--- src/rtl/ifc_pkg.sv ---
// Shared types, constants and helpers for the integer format converter.
package ifc_pkg;

    localparam int VALUE_W    = 32;
    localparam int FUNC_W     = 3;
    localparam int FW_W       = 7;
    localparam int PREC_W     = 6;
    localparam int CHAR_W     = 8;
    localparam int LEN_W      = 7;
    localparam int NDIG_W     = 4;
    localparam int MAX_FIELD  = 64;
    localparam int MAX_PREC   = MAX_FIELD - 2;
    localparam int NUM_DIGITS = 11;
    localparam int BCD_DIGITS = 10;
    localparam int BCD_W      = 4 * BCD_DIGITS;
    localparam int BIT_CNT_W  = $clog2(VALUE_W);
    localparam int REQ_W      = FUNC_W + VALUE_W + 5 + FW_W + PREC_W + 1;
    localparam int S_TDATA_W  = ((REQ_W + 7) / 8) * 8;
    localparam int M_TDATA_W  = CHAR_W;

    localparam logic [FUNC_W-1:0] FUNC_DEC  = 3'd0;
    localparam logic [FUNC_W-1:0] FUNC_OCT  = 3'd1;
    localparam logic [FUNC_W-1:0] FUNC_HEXL = 3'd2;
    localparam logic [FUNC_W-1:0] FUNC_HEXU = 3'd3;
    localparam logic [FUNC_W-1:0] FUNC_CHAR = 3'd4;

    localparam logic [CHAR_W-1:0] CH_SPACE = 8'h20;
    localparam logic [CHAR_W-1:0] CH_PLUS  = 8'h2B;
    localparam logic [CHAR_W-1:0] CH_MINUS = 8'h2D;
    localparam logic [CHAR_W-1:0] CH_ZERO  = 8'h30;
    localparam logic [CHAR_W-1:0] CH_UA    = 8'h41;
    localparam logic [CHAR_W-1:0] CH_UX    = 8'h58;
    localparam logic [CHAR_W-1:0] CH_LA    = 8'h61;
    localparam logic [CHAR_W-1:0] CH_LX    = 8'h78;

    // one request as it sits in s_tdata, func in the lowest bits
    typedef struct packed {
        logic                  precision_given;
        logic [PREC_W-1:0]     precision;
        logic [FW_W-1:0]       field_width;
        logic                  zero_pad;
        logic                  alternate_form;
        logic                  space_sign;
        logic                  force_plus;
        logic                  left_align;
        logic [VALUE_W-1:0]    value;
        logic [FUNC_W-1:0]     func;
    } req_t;

    function automatic logic [CHAR_W-1:0] digit_char(input logic [3:0] d, input logic upper);
        logic [CHAR_W-1:0] base;
        base = upper ? CH_UA : CH_LA;
        if (d < 4'd10) begin
            digit_char = CH_ZERO + CHAR_W'(d);
        end else begin
            digit_char = base + CHAR_W'(d - 4'd10);
        end
    endfunction

endpackage

--- src/rtl/ifc_bcd_conv.sv ---
// Iterative binary to BCD converter, one shift-and-adjust step per cycle.
module ifc_bcd_conv (
    input  logic                       aclk,
    input  logic                       aresetn,
    input  logic                       start,
    input  logic [ifc_pkg::VALUE_W-1:0] bin,
    output logic                       done,
    output logic [ifc_pkg::BCD_W-1:0]  bcd
);
    import ifc_pkg::*;

    logic [VALUE_W-1:0]   bin_reg, bin_next;
    logic [BCD_W-1:0]     bcd_reg, bcd_next;
    logic [BIT_CNT_W-1:0] cnt_reg, cnt_next;
    logic                 busy_reg, busy_next;
    logic                 done_reg, done_next;
    logic [BCD_W-1:0]     adj;

    // add 3 to every digit of 5 or more before the shift
    always_comb begin
        for (int i = 0; i < BCD_DIGITS; i++) begin
            adj[4*i +: 4] = (bcd_reg[4*i +: 4] >= 4'd5) ? bcd_reg[4*i +: 4] + 4'd3
                                                       : bcd_reg[4*i +: 4];
        end
    end

    always_comb begin
        bin_next  = bin_reg;
        bcd_next  = bcd_reg;
        cnt_next  = cnt_reg;
        busy_next = busy_reg;
        done_next = 1'b0;
        if (start) begin
            bin_next  = bin;
            bcd_next  = '0;
            cnt_next  = '0;
            busy_next = 1'b1;
        end else if (busy_reg) begin
            bcd_next = {adj[BCD_W-2:0], bin_reg[VALUE_W-1]};
            bin_next = {bin_reg[VALUE_W-2:0], 1'b0};
            cnt_next = cnt_reg + 1'b1;
            if (cnt_reg == BIT_CNT_W'(VALUE_W - 1)) begin
                busy_next = 1'b0;
                done_next = 1'b1;
            end
        end
    end

    always_ff @(posedge aclk) begin
        if (!aresetn) begin
            cnt_reg  <= '0;
            busy_reg <= 1'b0;
            done_reg <= 1'b0;
        end else begin
            cnt_reg  <= cnt_next;
            busy_reg <= busy_next;
            done_reg <= done_next;
        end
        bin_reg <= bin_next;
        bcd_reg <= bcd_next;
    end

    assign done = done_reg;
    assign bcd  = bcd_reg;

endmodule

--- src/rtl/integer_format_converter_unit.sv ---
// Top level: printf-style integer and character conversion to an ASCII stream.
//
//  channel   dir  ports                         contents
//  s_        in   s_tvalid s_tready s_tdata     one conversion request
//  m_        out  m_tvalid m_tready m_tdata     one character, m_tlast on the final one
//
// Decimal runs through the shift-and-add-3 converter, one value bit a cycle;
// octal, hex and character take digits straight from the bits. N, the
// characters emitted, is 1 to 64, one per cycle while m_tready does not
// stall. A request with an unknown conversion code is dropped in the idle state.
// Reset clears the sequencer and the output valid; payload registers hold junk.
// s_tready is high only between requests; a stall on m_tready holds the
// character in the output register and freezes emission.
module integer_format_converter_unit (
    input  logic                          aclk,
    input  logic                          aresetn,
    input  logic                          s_tvalid,
    output logic                          s_tready,
    // func[2:0] value[34:3] left_align[35] force_plus[36] space_sign[37]
    // alternate_form[38] zero_pad[39] field_width[46:40] precision[52:47]
    // precision_given[53], zero fill above
    input  logic [ifc_pkg::S_TDATA_W-1:0] s_tdata,
    output logic                          m_tvalid,
    input  logic                          m_tready,
    // char_out[7:0]
    output logic [ifc_pkg::M_TDATA_W-1:0] m_tdata,
    output logic                          m_tlast
);
    import ifc_pkg::*;

    typedef enum logic [2:0] {
        ST_IDLE,
        ST_START,
        ST_CONV,
        ST_PLAN,
        ST_SIZE,
        ST_EMIT
    } state_t;

    req_t req;
    assign req = req_t'(s_tdata[REQ_W-1:0]);

    state_t              state_reg, state_next;
    logic [FUNC_W-1:0]   func_reg, func_next;
    logic [VALUE_W-1:0]  val_reg, val_next;
    logic [VALUE_W-1:0]  mag_reg, mag_next;
    logic                left_reg, left_next;
    logic                plus_reg, plus_next;
    logic                space_reg, space_next;
    logic                alt_reg, alt_next;
    logic                zpad_reg, zpad_next;
    logic                pgiven_reg, pgiven_next;
    logic [FW_W-1:0]     fw_reg, fw_next;
    logic [PREC_W-1:0]   prec_reg, prec_next;
    logic [3:0]          dig_reg [NUM_DIGITS];
    logic [3:0]          dig_next [NUM_DIGITS];
    logic [NDIG_W-1:0]   ndig_reg, ndig_next;
    logic [1:0]          npre_reg, npre_next;
    logic [CHAR_W-1:0]   pre0_reg, pre0_next;
    logic [CHAR_W-1:0]   pre1_reg, pre1_next;
    logic [LEN_W-1:0]    pz_reg, pz_next;
    logic [LEN_W-1:0]    body_reg, body_next;
    logic                zfill_reg, zfill_next;
    logic [LEN_W-1:0]    b1_reg, b1_next;
    logic [LEN_W-1:0]    b2_reg, b2_next;
    logic [LEN_W-1:0]    b3_reg, b3_next;
    logic [LEN_W-1:0]    b4_reg, b4_next;
    logic [LEN_W-1:0]    total_reg, total_next;
    logic [LEN_W-1:0]    pos_reg, pos_next;
    logic                m_tvalid_reg, m_tvalid_next;
    logic [CHAR_W-1:0]   m_char_reg, m_char_next;
    logic                m_last_reg, m_last_next;

    logic                bcd_start;
    logic                bcd_done;
    logic [BCD_W-1:0]    bcd;

    ifc_bcd_conv u_bcd (
        .aclk    (aclk),
        .aresetn (aresetn),
        .start   (bcd_start),
        .bin     (mag_reg),
        .done    (bcd_done),
        .bcd     (bcd)
    );

    // digits straight from the magnitude bits, least significant first
    logic [4*NUM_DIGITS-1:0] magx;
    logic [3:0]              bits_dig [NUM_DIGITS];
    assign magx = (4*NUM_DIGITS)'(mag_reg);

    always_comb begin
        for (int i = 0; i < NUM_DIGITS; i++) begin
            if (func_reg == FUNC_OCT) begin
                bits_dig[i] = {1'b0, magx[3*i +: 3]};
            end else begin
                bits_dig[i] = (i < VALUE_W / 4) ? magx[4*i +: 4] : 4'd0;
            end
        end
    end

    // significant digit count, at least one
    logic [NDIG_W-1:0] ndig_c;
    always_comb begin
        ndig_c = NDIG_W'(1);
        for (int i = 0; i < NUM_DIGITS; i++) begin
            if (dig_reg[i] != 4'd0) begin
                ndig_c = NDIG_W'(i + 1);
            end
        end
    end

    logic              is_dec, is_hex, is_char, upper;
    logic [LEN_W-1:0]  pz_c;
    logic [LEN_W-1:0]  pad_c;
    logic [LEN_W-1:0]  pz_fill;
    logic [LEN_W-1:0]  lpad_c, rpad_c;
    logic [LEN_W-1:0]  dig_idx;
    logic [CHAR_W-1:0] emit_char;
    logic              out_free;
    logic              emit_last;

    assign is_dec  = (func_reg == FUNC_DEC);
    assign is_hex  = (func_reg == FUNC_HEXL) || (func_reg == FUNC_HEXU);
    assign is_char = (func_reg == FUNC_CHAR);
    assign upper   = (func_reg == FUNC_HEXU);

    // precision fill, then the octal leading zero when needed
    always_comb begin
        if (is_char) begin
            pz_c = '0;
        end else if (LEN_W'(prec_reg) > LEN_W'(ndig_c)) begin
            pz_c = LEN_W'(prec_reg) - LEN_W'(ndig_c);
        end else begin
            pz_c = '0;
        end
        if (alt_reg && (func_reg == FUNC_OCT) && (pz_c == '0) && (mag_reg != '0)) begin
            pz_c = LEN_W'(1);
        end
    end

    // width padding goes either to spaces or into the zero fill
    always_comb begin
        pad_c   = (LEN_W'(fw_reg) > body_reg) ? LEN_W'(fw_reg) - body_reg : '0;
        pz_fill = pz_reg;
        if (zfill_reg) begin
            pz_fill = pz_reg + pad_c;
            pad_c   = '0;
        end
        lpad_c = left_reg ? '0 : pad_c;
        rpad_c = left_reg ? pad_c : '0;
    end

    // character at the current position
    assign dig_idx = b4_reg - LEN_W'(1) - pos_reg;
    always_comb begin
        if (pos_reg < b1_reg) begin
            emit_char = CH_SPACE;
        end else if (pos_reg < b2_reg) begin
            emit_char = (pos_reg == b1_reg) ? pre0_reg : pre1_reg;
        end else if (pos_reg < b3_reg) begin
            emit_char = CH_ZERO;
        end else if (pos_reg < b4_reg) begin
            emit_char = is_char ? val_reg[CHAR_W-1:0]
                                : digit_char(dig_reg[dig_idx[NDIG_W-1:0]], upper);
        end else begin
            emit_char = CH_SPACE;
        end
    end

    assign out_free  = !m_tvalid_reg || m_tready;
    assign emit_last = (pos_reg == total_reg - LEN_W'(1));
    assign bcd_start = (state_reg == ST_START) && is_dec;

    always_comb begin
        state_next    = state_reg;
        func_next     = func_reg;
        val_next      = val_reg;
        mag_next      = mag_reg;
        left_next     = left_reg;
        plus_next     = plus_reg;
        space_next    = space_reg;
        alt_next      = alt_reg;
        zpad_next     = zpad_reg;
        pgiven_next   = pgiven_reg;
        fw_next       = fw_reg;
        prec_next     = prec_reg;
        dig_next      = dig_reg;
        ndig_next     = ndig_reg;
        npre_next     = npre_reg;
        pre0_next     = pre0_reg;
        pre1_next     = pre1_reg;
        pz_next       = pz_reg;
        body_next     = body_reg;
        zfill_next    = zfill_reg;
        b1_next       = b1_reg;
        b2_next       = b2_reg;
        b3_next       = b3_reg;
        b4_next       = b4_reg;
        total_next    = total_reg;
        pos_next      = pos_reg;
        m_tvalid_next = m_tready ? 1'b0 : m_tvalid_reg;
        m_char_next   = m_char_reg;
        m_last_next   = m_last_reg;

        case (state_reg)
            ST_IDLE: begin
                if (s_tvalid) begin
                    func_next   = req.func;
                    val_next    = req.value;
                    mag_next    = ((req.func == FUNC_DEC) && req.value[VALUE_W-1])
                                  ? VALUE_W'(0) - req.value : req.value;
                    left_next   = req.left_align;
                    plus_next   = req.force_plus;
                    space_next  = req.space_sign;
                    alt_next    = req.alternate_form;
                    zpad_next   = req.zero_pad;
                    pgiven_next = req.precision_given;
                    fw_next     = (req.field_width > FW_W'(MAX_FIELD))
                                  ? FW_W'(MAX_FIELD) : req.field_width;
                    prec_next   = (req.precision > PREC_W'(MAX_PREC))
                                  ? PREC_W'(MAX_PREC) : req.precision;
                    // unknown conversion codes produce no text
                    if (req.func <= FUNC_CHAR) begin
                        state_next = ST_START;
                    end
                end
            end
            ST_START: begin
                if (is_dec) begin
                    state_next = ST_CONV;
                end else begin
                    dig_next   = bits_dig;
                    state_next = ST_PLAN;
                end
            end
            ST_CONV: begin
                if (bcd_done) begin
                    for (int i = 0; i < NUM_DIGITS; i++) begin
                        dig_next[i] = (i < BCD_DIGITS) ? bcd[4*i +: 4] : 4'd0;
                    end
                    state_next = ST_PLAN;
                end
            end
            ST_PLAN: begin
                ndig_next = is_char ? NDIG_W'(1) : ndig_c;
                npre_next = 2'd0;
                pre0_next = CH_ZERO;
                pre1_next = upper ? CH_UX : CH_LX;
                if (is_dec) begin
                    if (val_reg[VALUE_W-1]) begin
                        npre_next = 2'd1;
                        pre0_next = CH_MINUS;
                    end else if (plus_reg) begin
                        npre_next = 2'd1;
                        pre0_next = CH_PLUS;
                    end else if (space_reg) begin
                        npre_next = 2'd1;
                        pre0_next = CH_SPACE;
                    end
                end else if (is_hex && alt_reg && (val_reg != '0)) begin
                    npre_next = 2'd2;
                end
                pz_next    = pz_c;
                body_next  = LEN_W'(npre_next) + pz_c + LEN_W'(ndig_next);
                zfill_next = is_char ? (zpad_reg && !left_reg)
                                     : (zpad_reg && !left_reg && !pgiven_reg);
                state_next = ST_SIZE;
            end
            ST_SIZE: begin
                // segment ends: spaces | prefix | zeros | digits | spaces
                b1_next    = lpad_c;
                b2_next    = lpad_c + LEN_W'(npre_reg);
                b3_next    = lpad_c + LEN_W'(npre_reg) + pz_fill;
                b4_next    = lpad_c + LEN_W'(npre_reg) + pz_fill + LEN_W'(ndig_reg);
                total_next = lpad_c + LEN_W'(npre_reg) + pz_fill + LEN_W'(ndig_reg)
                             + rpad_c;
                pos_next   = '0;
                state_next = ST_EMIT;
            end
            ST_EMIT: begin
                if (out_free) begin
                    m_tvalid_next = 1'b1;
                    m_char_next   = emit_char;
                    m_last_next   = emit_last;
                    pos_next      = pos_reg + LEN_W'(1);
                    if (emit_last) begin
                        state_next = ST_IDLE;
                    end
                end
            end
            default: begin
                state_next = ST_IDLE;
            end
        endcase
    end

    always_ff @(posedge aclk) begin
        if (!aresetn) begin
            state_reg    <= ST_IDLE;
            m_tvalid_reg <= 1'b0;
        end else begin
            state_reg    <= state_next;
            m_tvalid_reg <= m_tvalid_next;
        end
        func_reg   <= func_next;
        val_reg    <= val_next;
        mag_reg    <= mag_next;
        left_reg   <= left_next;
        plus_reg   <= plus_next;
        space_reg  <= space_next;
        alt_reg    <= alt_next;
        zpad_reg   <= zpad_next;
        pgiven_reg <= pgiven_next;
        fw_reg     <= fw_next;
        prec_reg   <= prec_next;
        dig_reg    <= dig_next;
        ndig_reg   <= ndig_next;
        npre_reg   <= npre_next;
        pre0_reg   <= pre0_next;
        pre1_reg   <= pre1_next;
        pz_reg     <= pz_next;
        body_reg   <= body_next;
        zfill_reg  <= zfill_next;
        b1_reg     <= b1_next;
        b2_reg     <= b2_next;
        b3_reg     <= b3_next;
        b4_reg     <= b4_next;
        total_reg  <= total_next;
        pos_reg    <= pos_next;
        m_char_reg <= m_char_next;
        m_last_reg <= m_last_next;
    end

    assign s_tready = (state_reg == ST_IDLE);
    assign m_tvalid = m_tvalid_reg;
    assign m_tdata  = m_char_reg;
    assign m_tlast  = m_last_reg;

    // a taken request with a known code closes the input until its text is out
    a_busy_after_take: assert property (@(posedge aclk) disable iff (!aresetn)
        s_tvalid && s_tready && (req.func <= FUNC_CHAR) |=> !s_tready)
        else $error("input taken again right after a transfer");

    // emission never runs past the planned length
    a_pos_in_range: assert property (@(posedge aclk) disable iff (!aresetn)
        (state_reg == ST_EMIT) |-> (pos_reg < total_reg))
        else $error("emit position beyond text length");

    // text stays within the field limit and holds at least one digit
    a_len_bound: assert property (@(posedge aclk) disable iff (!aresetn)
        (state_reg == ST_EMIT) |-> (total_reg <= LEN_W'(MAX_FIELD)) && (ndig_reg != '0))
        else $error("text length out of bounds");

    // decimal converter only finishes while the sequencer waits for it
    a_bcd_done_conv: assert property (@(posedge aclk) disable iff (!aresetn)
        bcd_done |-> (state_reg == ST_CONV))
        else $error("converter done outside of conversion wait");

endmodule

--- config.mk ---
export PLATFORM = sky130hd
export DESIGN_NAME = integer_format_converter_unit
export DESIGN_NICKNAME = d
export VERILOG_FILES = /design/src/rtl/ifc_pkg.sv /design/src/rtl/ifc_bcd_conv.sv /design/src/rtl/integer_format_converter_unit.sv
export SDC_FILE = /design/constraint.sdc
export NUM_CORES = 1
export LEC_CHECK = 0
export BUFFER_PORTS_ARGS = -buffer_cell sky130_fd_sc_hd__buf_2
export CORE_ASPECT_RATIO = 2
export CORE_MARGIN = 8
export CORE_UTILIZATION = 60
export CTS_CLUSTER_SIZE = 12
export DETAILED_ROUTE_END_ITERATION = 10
export HOLD_SLACK_MARGIN = 0.06
export PLACE_DENSITY = 0.78
export SLEW_MARGIN = 5
export SYNTH_ARGS = -nofsm -noshare
export SYNTH_HDL_FRONTEND = slang
export SYNTH_SLANG_ARGS = --single-unit
--- constraint.sdc ---
create_clock -name aclk -period 8.2 [get_ports aclk]
set_input_delay 0.82 -clock aclk [delete_from_list [all_inputs] [get_ports aclk]]
set_output_delay 0.82 -clock aclk [all_outputs]
set_load 0.02 [all_outputs]
==> impl_metrics.tcl <==
set metrics [dict create \
    status "complete, no violations" \
    numCtsBuffers 28 \
    grt.total_usage 0.2309 \
    intPower_mw 2.766 \
    use_met1 0.1963 \
    num_antenna_cells 0 \
    synth_edf_count 236 \
    worstHoldStart "s_tdata[36]" \
    insertion_delay_ns 0.57 \
    worst_slew_pin_slew_ns 1.156 \
    crit_path_start_kind "flop" \
    globalplace.congestion 0.9192 \
    ys.flop_type "edfxtp_1" \
    seq_power_share 0.484 \
    synth_nets 1587 \
    crit_type "reg -> reg" \
    grt_start_max_net_pins 86 \
    reg2reg_slack_ns 2.48 \
    synth.distinct_cells 81 \
    drt-initial-drc-count 648 \
    dpl.hpwl_um 28660 \
    rr_worst_depth 22 \
    cts_hold_buf 0 \
    hold_viol_final 0 \
    via_count 11053 \
    switching_share 0.2924 \
    layout.nets 1645 \
    combPwrFrac 0.215 \
    core-area_mm2 0.02617 \
    ys_ff_latch 287 \
    dieArea_mm2 0.03236 \
    synth.largest_area_cell "edfxtp_1" \
    gr-usage-met2 0.4655 \
    clkTransAtPathRegs_ns 0.07 \
    min_period_over_period 0.6981 \
    busiest_layer "met2" \
    cp.arrival_ns 6.04 \
    wl_um 37540 \
    whs_ns 0.4309 \
    rsz0062_at_grt "no" \
    fin_skew_ns 0.01923 \
    rr_startpoint "fw_reg[6]" \
    max_slew_margin 0.2293 \
    min_path_cells 1 \
    fin_crit_ns 5.725 \
    tns_ns 0 \
    power.switching_mw 1.143 \
    setup_viol 0 \
    final_max_slew_viol_count 0 \
    cap_viol_max_count 0 \
    dpl.cell_count 1788 \
    timing.fmax_mhz 174.7 \
    cts_resized 0 \
    ios 71 \
    crit_required_ns 8.51 \
    synth.avg_cell_area_um2 11.26 \
    avgRoutedWirePerCell_um 20.40 \
    drive_above_1_share 0.1290 \
    yosys-top-cells-area "edfxtp_1 (44%), ha_1 (7.9%), dfxtp_1 (6.4%), xnor2_1 (3.6%), mux2_2 (2.9%)" \
    syn_to_final_growth_pct 9.292 \
    layout.cells.non_filler 1840 \
    power_density_mw_per_mm2 224.4 \
    dr.pass1.iters 4 \
    n_fill_cell 1991 \
    yosysWarnings 0 \
    synth_commonest_cells "edfxtp_1 (236), nor2_1 (106), inv_1 (105), ha_1 (101), o21ai_0 (83)" \
    portBuffers 68 \
    timing.rr.end "total_reg[6]" \
    syn-cell-area_mm2 0.01594 \
    grt_pass1_vias 11478 \
    peakVddDrop_v 0.0001992 \
    cts_tree "yes" \
    largest_reg_flops 42 \
    cts.sinks 287 \
    pwr-share-clk 0.301 \
    die_h_um 246.5 \
    drc_errors 0 \
    std_cell_rows 84 \
    synth_async_sr_flop_share 0 \
    clockRootBuffer "clkbuf_16" \
    crit_fanout 9 \
    clockBufferDepth 3 \
    viasPerCell 6.007 \
    die_x_um 131.3 \
    power.leakage_nw 6.551 \
    final_antenna_net_count 0 \
    synthCells 1416 \
    min_to "plus_reg" \
    initial_core_util 0.6092 \
    yosysMostFrequentCell "edfxtp_1" \
    power_mw 3.910 \
    grtUsageMet3 0.02570 \
    antenna_found_initial 0 \
    synthDominantCellAreaShare 0.4445 \
    grt_pass1_wl_um 58890 \
    h-tree-depth 1 \
    hold_path.class "in -> reg" \
    critPathCaptureType "flop" \
    cts_setup_buffers 0 \
    grt_overflow 0 \
    ys_seq_area_frac 0.5085 \
]
==> worst max-delay path, stage by stage (launching register included) <==
cell and delay [ns]:
edfxtp_1 0.39, ha_1 0.47, a21oi_2 0.12, a21boi_1 0.15, a31o_4 0.27, nor2_1 0.11
nand2_1 0.15, nor3_1 0.43, fa_1 0.56, ha_1 0.30, a21o_1 0.18, a21oi_1 0.23
xnor2_1 0.20, ha_1 0.32, nor2b_1 0.15, o21ai_0 0.20, xnor2_1 0.19, ha_1 0.32
a21oi_1 0.16, o21ai_0 0.13, xnor2_1 0.21, xnor2_1 0.16, xnor2_1 0.10
==> layout by cell type (no fill, tap or decap), types with 28 or more instances in the layout <==
cell type and n:
edfxtp_1 236, nor2_1 106, inv_1 105, ha_1 101
o21ai_0 83, nand2_1 77, a21oi_1 75, buf_2 68
xnor2_1 65, dfxtp_1 50, mux2i_1 44, mux2_2 41
xor2_1 31, nor4_1 29, nor3_1 28, clkbuf_16 28
==> through the flow <==
step           cell area, µm²    util  setup WS [ns]
2_1_floorplan           15940       -          3.233
3_3_place_gp            16610  0.6346          2.608
3_5_place_dp            16610  0.6346          2.473
4_1_cts                 17430  0.6659          2.443
5_1_grt                 17430  0.6659          1.992
6_report                17430  0.6659          2.475
==> per-layer routing <==
| layer | up-vias | routed length, µm |
|---|---|---|
| li1 | 5277 | - |
| met1 | 5325 | 11770 |
| met2 | 295 | 21600 |
| met3 | 156 | 1126 |
| met4 | 0 | 3040 |
| met5 | - | 0 |
==> cells by family (layout without fill, tap and decap cells) <==
logic type	Yosys count	in the layout	share of synthesized area
xor gates and xnor gates	97	97	0.05423
buffers and inverters	156	236	0.03908
adders and majority gates	111	111	0.09181
and+or+nand+nor	391	391	0.1267
muxes	93	93	0.06788
DFF	287	287	0.5085
AOI/OAI and AO/OA	281	281	0.1117
==> power by group through the flow <==
| stage | sequential [mW] | combinational, mW | clock (mW) |
|---|---|---|---|
| after CTS | 1.89 | 0.841 | 1.19 |
| after floorplan | 1.87 | 0.634 | 0 |
| after global placement | 1.91 | 0.800 | 0 |
| final | 1.89 | 0.842 | 1.18 |
| after global routing | 1.90 | 0.938 | 1.24 |
| after detailed placement | 1.92 | 0.836 | 0 |
==> worst max-delay path by stage <==
stage	start	endpoint	slack, ns	cells past startpoint
2_1_floorplan	fw_reg[1]	total_reg[6]	3.23	23
3_3_place_gp	fw_reg[6]	total_reg[6]	2.61	22
3_5_place_dp	fw_reg[6]	total_reg[6]	2.47	22
4_1_cts	fw_reg[6]	total_reg[6]	2.44	22
5_1_grt	fw_reg[6]	total_reg[6]	1.99	22
6_report	fw_reg[6]	total_reg[6]	2.48	22
==> area by class of cell <==
class | count | area, µm² | area share
Sequential cell | 287 | 8109 | 0.4654
Multi-Input combinational cell | 973 | 7256 | 0.4164
Clock buffer | 50 | 793.3 | 0.04552
Tap cell | 344 | 430.4 | 0.02470
Timing Repair Buffer | 78 | 415.4 | 0.02384
Inverter | 106 | 397.9 | 0.02283
Clock inverter | 2 | 23.77 | 0.001364
No activity file was read; power rests on OpenSTA's default activity.
